<file path="src/rtl/lgge_pkg.sv">
// shared constants, types and codes of the life grid generation engine
package lgge_pkg;

    // grid geometry
    localparam int GridSize = 32;
    localparam int AddrW    = $clog2(GridSize);
    localparam int CntW     = $clog2(GridSize + 1);

    // stream widths
    localparam int InDataW  = 16;
    localparam int OutDataW = 8;
    localparam int ModeW    = 2;
    localparam int FieldW   = 5;

    // item modes
    localparam logic [ModeW-1:0] ModeWrite   = 2'd0;
    localparam logic [ModeW-1:0] ModeAdvance = 2'd1;
    localparam logic [ModeW-1:0] ModeRead    = 2'd2;

    typedef logic [GridSize-1:0] t_row;

    // one cycle of requests to the grid memory
    typedef struct packed {
        logic             rd_en;
        logic [AddrW-1:0] rd_addr;
        logic             wr_en;
        logic [AddrW-1:0] wr_addr;
        t_row             wr_data;
    } t_mem_req;

endpackage

</file>
<file path="src/rtl/lgge_grid_mem.sv">
// grid row memory with per-row valid bits standing in for the reset clear
module lgge_grid_mem (
    input  logic              i_clk,
    input  logic              i_rst_n,
    input  lgge_pkg::t_mem_req i_req,
    output lgge_pkg::t_row    o_rd_data
);
    import lgge_pkg::*;

    t_row                r_mem [GridSize];
    t_row                r_rd_q;
    logic                r_rd_valid;
    logic [GridSize-1:0] r_valid;

    // storage write and registered read
    always_ff @(posedge i_clk) begin
        if (i_req.wr_en) begin
            r_mem[i_req.wr_addr] <= i_req.wr_data;
        end
        r_rd_q <= r_mem[i_req.rd_addr];
    end

    // valid bits: a row never written since reset reads as all dead
    always_ff @(posedge i_clk) begin
        if (!i_rst_n) begin
            r_valid    <= '0;
            r_rd_valid <= 1'b0;
        end else begin
            if (i_req.wr_en) begin
                r_valid[i_req.wr_addr] <= 1'b1;
            end
            r_rd_valid <= i_req.rd_en & r_valid[i_req.rd_addr];
        end
    end

    // no read issued or never written gives a dead row
    assign o_rd_data = r_rd_valid ? r_rd_q : '0;

endmodule

</file>
<file path="src/rtl/lgge_row_rule.sv">
// B3/S23 rule applied across one row from the rows above, here and below
module lgge_row_rule (
    input  lgge_pkg::t_row i_above,
    input  lgge_pkg::t_row i_here,
    input  lgge_pkg::t_row i_below,
    output lgge_pkg::t_row o_next
);
    import lgge_pkg::*;

    logic [GridSize+1:0] w_above;
    logic [GridSize+1:0] w_here;
    logic [GridSize+1:0] w_below;

    // dead cells beyond both borders
    assign w_above = {1'b0, i_above, 1'b0};
    assign w_here  = {1'b0, i_here, 1'b0};
    assign w_below = {1'b0, i_below, 1'b0};

    // neighbour count and rule per column
    always_comb begin
        logic [3:0] cnt;
        o_next = '0;
        for (int c = 0; c < GridSize; c++) begin
            cnt = 4'(w_above[c]) + 4'(w_above[c+1]) + 4'(w_above[c+2])
                + 4'(w_below[c]) + 4'(w_below[c+1]) + 4'(w_below[c+2])
                + 4'(w_here[c])  + 4'(w_here[c+2]);
            if (cnt == 4'd3) begin
                o_next[c] = 1'b1;
            end else if (cnt == 4'd2) begin
                o_next[c] = i_here[c];
            end else begin
                o_next[c] = 1'b0;
            end
        end
    end

endmodule

</file>
<file path="src/rtl/life_grid_generation_engine_top.sv">
// top level of the life grid generation engine: control, memory and rule
// A 32 x 32 grid of cells, all dead after reset, kept one row per word in a
// single-port-read, single-port-write memory. A write of one cell is a
// read-modify-write of its row and a read only reads the row; either item
// passes through the cell state and the final state before its result beat
// is offered, and the input is ready again once the result is in the output
// register. An advance walks the rows in order, reading one row ahead and
// writing the new row behind it while the previous generation's row above
// and current row sit in two registers, with one memory read per row.
// Cells beyond the border count as dead. Exactly one result beat follows
// each input beat; a finished result sits in an output register, so the next
// input beat can be taken while it waits.
module life_grid_generation_engine_top (
    input  logic                          i_clk,
    input  logic                          i_rst_n,
    input  logic                          s_axis_tvalid,
    output logic                          s_axis_tready,
    input  logic [lgge_pkg::InDataW-1:0]  s_axis_tdata,   // row[4:0], col[9:5], alive_in[10], zero fill
    input  logic [1:0]                    s_axis_tuser,   // mode[1:0]
    output logic                          m_axis_tvalid,
    input  logic                          m_axis_tready,
    output logic [lgge_pkg::OutDataW-1:0] m_axis_tdata,   // cell_value[0], zero fill
    output logic [1:0]                    m_axis_tuser    // echoed_mode[1:0]
);
    import lgge_pkg::*;

    // control states
    localparam logic [2:0] StIdle    = 3'd0;
    localparam logic [2:0] StCell    = 3'd1;
    localparam logic [2:0] StAdvLoad = 3'd2;
    localparam logic [2:0] StAdvRun  = 3'd3;
    localparam logic [2:0] StFin     = 3'd4;

    logic [2:0]       r_state, n_state;
    logic [ModeW-1:0] r_mode, n_mode;
    logic [AddrW-1:0] r_idx, n_idx;
    logic [AddrW-1:0] r_col, n_col;
    logic             r_alive, n_alive;
    logic             r_inside, n_inside;
    logic [CntW-1:0]  r_cnt, n_cnt;
    logic             r_res, n_res;
    t_row             r_above, n_above;
    t_row             r_here, n_here;
    logic             r_out_valid, n_out_valid;
    logic             r_out_val, n_out_val;
    logic [ModeW-1:0] r_out_mode, n_out_mode;

    t_mem_req         mem_req;
    t_row             rd_data;
    t_row             next_row;
    t_row             cell_row;

    logic             in_beat;
    logic [FieldW-1:0] in_row;
    logic [FieldW-1:0] in_col;

    assign in_row  = s_axis_tdata[4:0];
    assign in_col  = s_axis_tdata[9:5];
    assign in_beat = s_axis_tvalid & s_axis_tready;

    assign s_axis_tready = (r_state == StIdle);

    // grid memory
    lgge_grid_mem u_mem (
        .i_clk    (i_clk),
        .i_rst_n  (i_rst_n),
        .i_req    (mem_req),
        .o_rd_data(rd_data)
    );

    // next generation of the row held in r_here
    lgge_row_rule u_rule (
        .i_above(r_above),
        .i_here (r_here),
        .i_below(rd_data),
        .o_next (next_row)
    );

    // addressed cell replaced in the row just read
    always_comb begin
        cell_row        = rd_data;
        cell_row[r_col] = r_alive;
    end

    // sequencer
    always_comb begin
        n_state     = r_state;
        n_mode      = r_mode;
        n_idx       = r_idx;
        n_col       = r_col;
        n_alive     = r_alive;
        n_inside    = r_inside;
        n_cnt       = r_cnt;
        n_res       = r_res;
        n_above     = r_above;
        n_here      = r_here;
        n_out_valid = r_out_valid & ~m_axis_tready;
        n_out_val   = r_out_val;
        n_out_mode  = r_out_mode;

        mem_req.rd_en   = 1'b0;
        mem_req.rd_addr = r_cnt[AddrW-1:0];
        mem_req.wr_en   = 1'b0;
        mem_req.wr_addr = r_idx;
        mem_req.wr_data = (r_state == StCell) ? cell_row : next_row;

        case (r_state)
            StIdle: begin
                if (in_beat) begin
                    n_mode   = s_axis_tuser;
                    n_alive  = s_axis_tdata[10];
                    n_inside = (32'(in_row) < GridSize) && (32'(in_col) < GridSize);
                    n_col    = AddrW'(in_col);
                    n_res    = 1'b0;
                    if (s_axis_tuser == ModeAdvance) begin
                        mem_req.rd_en   = 1'b1;
                        mem_req.rd_addr = '0;
                        n_idx           = '0;
                        n_cnt           = CntW'(1);
                        n_above         = '0;
                        n_state         = StAdvLoad;
                    end else begin
                        mem_req.rd_en   = 1'b1;
                        mem_req.rd_addr = AddrW'(in_row);
                        n_idx           = AddrW'(in_row);
                        n_state         = StCell;
                    end
                end
            end
            StCell: begin
                mem_req.wr_en = (r_mode == ModeWrite) && r_inside;
                n_res         = (r_mode == ModeRead) && r_inside && rd_data[r_col];
                n_state       = StFin;
            end
            StAdvLoad: begin
                // first row arrives, fetch the one below it
                n_here = rd_data;
                if (r_cnt < CntW'(GridSize)) begin
                    mem_req.rd_en = 1'b1;
                    n_cnt         = r_cnt + CntW'(1);
                end
                n_state = StAdvRun;
            end
            StAdvRun: begin
                // write the new row, slide the window down one row
                mem_req.wr_en = 1'b1;
                n_above       = r_here;
                n_here        = rd_data;
                n_idx         = r_idx + AddrW'(1);
                if (r_cnt < CntW'(GridSize)) begin
                    mem_req.rd_en = 1'b1;
                    n_cnt         = r_cnt + CntW'(1);
                end
                if (32'(r_idx) == GridSize - 1) begin
                    n_state = StFin;
                end
            end
            StFin: begin
                // hand the result to the output register once it is free
                if (!r_out_valid || m_axis_tready) begin
                    n_out_valid = 1'b1;
                    n_out_val   = r_res;
                    n_out_mode  = r_mode;
                    n_state     = StIdle;
                end
            end
            default: begin
                n_state = StIdle;
            end
        endcase
    end

    // control registers
    always_ff @(posedge i_clk) begin
        if (!i_rst_n) begin
            r_state     <= StIdle;
            r_out_valid <= 1'b0;
        end else begin
            r_state     <= n_state;
            r_out_valid <= n_out_valid;
        end
    end

    // payload registers
    always_ff @(posedge i_clk) begin
        r_mode     <= n_mode;
        r_idx      <= n_idx;
        r_col      <= n_col;
        r_alive    <= n_alive;
        r_inside   <= n_inside;
        r_cnt      <= n_cnt;
        r_res      <= n_res;
        r_above    <= n_above;
        r_here     <= n_here;
        r_out_val  <= n_out_val;
        r_out_mode <= n_out_mode;
    end

    // result beat
    assign m_axis_tvalid = r_out_valid;
    assign m_axis_tdata  = {{(OutDataW-1){1'b0}}, r_out_val};
    assign m_axis_tuser  = r_out_mode;

`ifndef SYNTHESIS
    // the memory is written only while updating a cell or walking the rows
    a_wr_state: assert property (@(posedge i_clk) disable iff (!i_rst_n)
        mem_req.wr_en |-> (r_state == StCell || r_state == StAdvRun))
        else $error("grid memory written outside a cell update or advance");

    // a held result is never overwritten: the sequencer waits in its final state
    a_fin_hold: assert property (@(posedge i_clk) disable iff (!i_rst_n)
        (r_state == StFin && r_out_valid && !m_axis_tready) |=> (r_state == StFin))
        else $error("result left final state while output register busy");

    // rows are rewritten strictly in order during an advance
    a_row_order: assert property (@(posedge i_clk) disable iff (!i_rst_n)
        (r_state == StAdvRun && $past(r_state) == StAdvRun)
            |-> (mem_req.wr_addr == $past(mem_req.wr_addr) + AddrW'(1)))
        else $error("advance skipped or repeated a row");
`endif

endmodule
</file>
<file path="config.mk">
export PLATFORM = sky130hd
export DESIGN_NAME = life_grid_generation_engine_top
export DESIGN_NICKNAME = d
export VERILOG_FILES = /design/src/rtl/lgge_pkg.sv /design/src/rtl/lgge_grid_mem.sv /design/src/rtl/lgge_row_rule.sv /design/src/rtl/life_grid_generation_engine_top.sv
export SDC_FILE = /design/constraint.sdc
export NUM_CORES = 2
export LEC_CHECK = 0
export BUFFER_PORTS_ARGS = -buffer_cell sky130_fd_sc_hd__buf_2
export CORE_UTILIZATION = 50
export DETAILED_ROUTE_END_ITERATION = 10
export PLACE_DENSITY = 0.7
export SLEW_MARGIN = 10
export SYNTH_ARGS = -nofsm -noshare
export SYNTH_HDL_FRONTEND = slang
export SYNTH_SLANG_ARGS = --single-unit
</file>
<file path="constraint.sdc">
create_clock -name i_clk -period 5.5 [get_ports i_clk]
set_input_delay 0.55 -clock i_clk [delete_from_list [all_inputs] [get_ports i_clk]]
set_output_delay 0.55 -clock i_clk [all_outputs]
set_load 0.01 [all_outputs]
</file>
==> results by group <==
Timing
  • Final-report max-slew violation count: 0
  • Setup TNS: 0 ns
  • Fmax: 240 MHz
  • Worst Tran Pin Value: 1.25 ns
  • Setup Skew: 0.0547 ns
  • Crit share post-route: 75.8%
  • Final setup fails: 0
  • RSZ-0062 raised after global routing: false
  • Fin Hold WS: 0.0323 ns
  • Final hold vios: 0
  • Rel. slew slack: between 10% and 20%
  • Crit path time final: 4.17 ns

Clocking
  • Clock buffer depth: 3
  • Clk_lat worst skew: roughly 0.7 ns
  • Total setup buffers inserted after CTS: 0
  • CTS tree: done
  • Hold Buf Count CTS: 0
  • Clock sinks: 1180
  • Num CTS Buffers: approximately 110
  • PostCTS Resize Cnt: 0
  • Clk slew on worst S/H paths: 0.06 ns
  • # H-tree levels: 3
  • Root buf cell: clkbuf_16

Setup path
  • CP required: 5.80 ns
  • CP endpoint kind: flop
  • Crit-path max FO: 32
  • Arr. time, crit path: 4.47 ns
  • WS Path Type: reg -> reg
  • Worst setup SP type: flop

Route
  • ANT nets after route: 0
  • Routed len/inst: 24.9 um
  • Routed vias: 33500
  • Routed Wire Length: 138 mm
  • Initial drt markers: roughly 4000
  • Drc violations: 0
  • 1st-pass router iterations: 6
  • Via/cell ratio: ~6.0

Pwr
  • Maximum vdd drop: approximately 0.00028 V
  • Leak pwr: 0.0210 uW
  • Pwr dens: 428 nW/um^2
  • Final Total Pwr: 24800 uW

Yosys
  • Leading area contributor after synthesis: edfxtp_1
  • Ys flop type: edfxtp_1
  • Post-synth EDFFs: 1111
  • Synth area leaders: edfxtp_1 (64%), nand2_1 (6.7%), fa_1 (4.8%)
  • Synth Instances: 4092
  • Synth top area share: 64.5%
  • Share of flip-flops with an asynchronous set or reset: 0%
  • Seq/Total Area, Yosys: 67.1%
  • Yosys cell types: 59
  • Syn avg cell area: approximately 13 um^2
  • Yosys reg bits: 1180
  • Syn. warnings: 0
  • Synthesized cell area: 51800 um^2

Floorplanning
  • Site row count: 117
  • Die X: 324 um
  • Core Area: 102000 um^2
  • # IOs: 34
  • Die Ht: 324 um
  • Die area: 105000 um^2
  • Starting Density: 50.7%

Placed design
  • I/O Buffers: 21
  • GP Congestion: between 0.8 and 0.9
  • HPWL after detailed placement: 78.9 mm

GRT
  • Total grt overflow: 0
  • Total track usage: 26.5%
  • Vias in the first global route: 32300
  • Antenna violations before repair: 4
  • Global-route wire length before repair: 204 mm
  • Largest net degree at the start of global routing: 87

Final layout
  • Fin nets: 4348
  • Sequential cell area: 34700 um^2
  • Most frequent cells in the layout: edfxtp_1 (1111), nand2_1 (926), inv_1 (316)
  • # diodes: 0
  • Layout Utilization: 56.6%
  • Area grow syn2layout: 11.7%
  • Share of layout cells above drive strength 1: 9.52%
  • Fillers: 8099
  • Area occupied by multi-input gates: 15200 um^2
  • Commonest non-fill, non-tap cell in the layout: edfxtp_1

Run
  • Max-Cap Viols: 0

Hold path
  • Hold crit path type: in -> reg

Status
  • Run status: finished, final reports clean
## worst max-delay path: stages (launching register included)
cell	delay [ns]
edfxtp_1	0.43
ha_1	0.31
inv_1	0.07
fa_1	0.43
fa_1	0.49
inv_1	0.05
fa_1	0.37
inv_1	0.09
fa_1	0.41
nor2_1	0.13
nand2_1	0.08
o22ai_2	0.93
## layer usage
| metal | wire (um) | global-route usage [%] |
|---|---|---|
| met1 | 53600 | 35.9 |
| met2 | 65300 | 42.8 |
| met3 | 14300 | 4.74 |
| met4 | 5290 | 10.1 |
| met5 | 13 | 0 |
## power breakdown
group	total, uW	internal (uW)	switching, uW
Combinational	5100	1350	3750
Clock	8020	4630	3400
Sequential	11700	11300	313
## cells in the mapped netlist (3+ instances only)
cell type	count
clkbuf_1	106
nand3b_1	4
nand2_1	927
and2_1	7
buf_4	17
o22ai_1	18
a2111oi_0	30
and3_1	78
a32oi_1	33
nor2_1	135
buf_6	8
inv_1	316
xnor2_1	4
nand4_1	161
buf_1	11
o21ai_0	24
nand2b_1	6
o211ai_1	3
nor2b_1	7
a21oi_1	61
o32ai_1	3
mux4_2	10
edfxtp_1	1111
a211oi_1	68
a31oi_1	132
nor3b_1	4
o21a_1	33
nand3_1	301
nor3_1	16
buf_2	95
ha_1	99
mux2i_1	39
fa_1	125
dfxtp_1	69
## path summary, 6_finish.rpt
check	from	endpoint	slack (ns)	cells after the start
worst max-delay path	r_above[21]	u_mem.r_mem[7][22]	1.33	11
worst min-delay path	s_axis_tdata[9]	r_col[4]	0.03	1
worst max register to register	r_above[21]	u_mem.r_mem[7][22]	1.33	11
worst min register to register	u_mem.r_valid[0]	u_mem.r_valid[0]	0.46	1
## stage by stage
stage	instances	area [um^2]	setup WS (ns)
after global routing	5569	57800	1.05
after floorplan	4098	51800	1.47
after global placement	5356	53900	1.44
after detailed placement	5356	53900	1.37
after CTS	5569	57800	1.34
final	5569	57800	1.33
## state kept, by name, summed over array words and instances, names as in the netlist
| name | flops |
|---|---|
| r_idx | 5 |
| r_above | 32 |
| m_axis_tvalid | 1 |
| r_here | 32 |
| r_mode | 2 |
| u_mem.r_rd_q | 32 |
| r_out_val | 1 |
| m_axis_tuser | 2 |
| u_mem.r_valid | 32 |
| r_cnt | 6 |
| r_res | 1 |
| u_mem.r_mem | 1024 |
| r_col | 5 |
| r_alive | 1 |
| r_state | 3 |
| u_mem.r_rd_valid | 1 |
## kinds of logic after synthesis
logic type | synth area share (%)
AO/OA/AOI/OAI | 5.58
XOR/XNOR | 0.102
adder cells (fa/ha/maj) | 7.23
buffers and inverters | 4.52
flip-flops | 67.1
multiplexers | 1.21
other | 0.00725
AND/OR/NAND/NOR | 14.2
## area by class of cell
type	count	share of cell area, %
clock buffer	164	5.53
timing repair buffer	128	1.85
multi-input combinational	2363	26.3
inverter	317	2.08
tap	1368	2.96
sequential	1180	60.1
clock inverter	49	1.17
(Power assumes the default switching activity.)
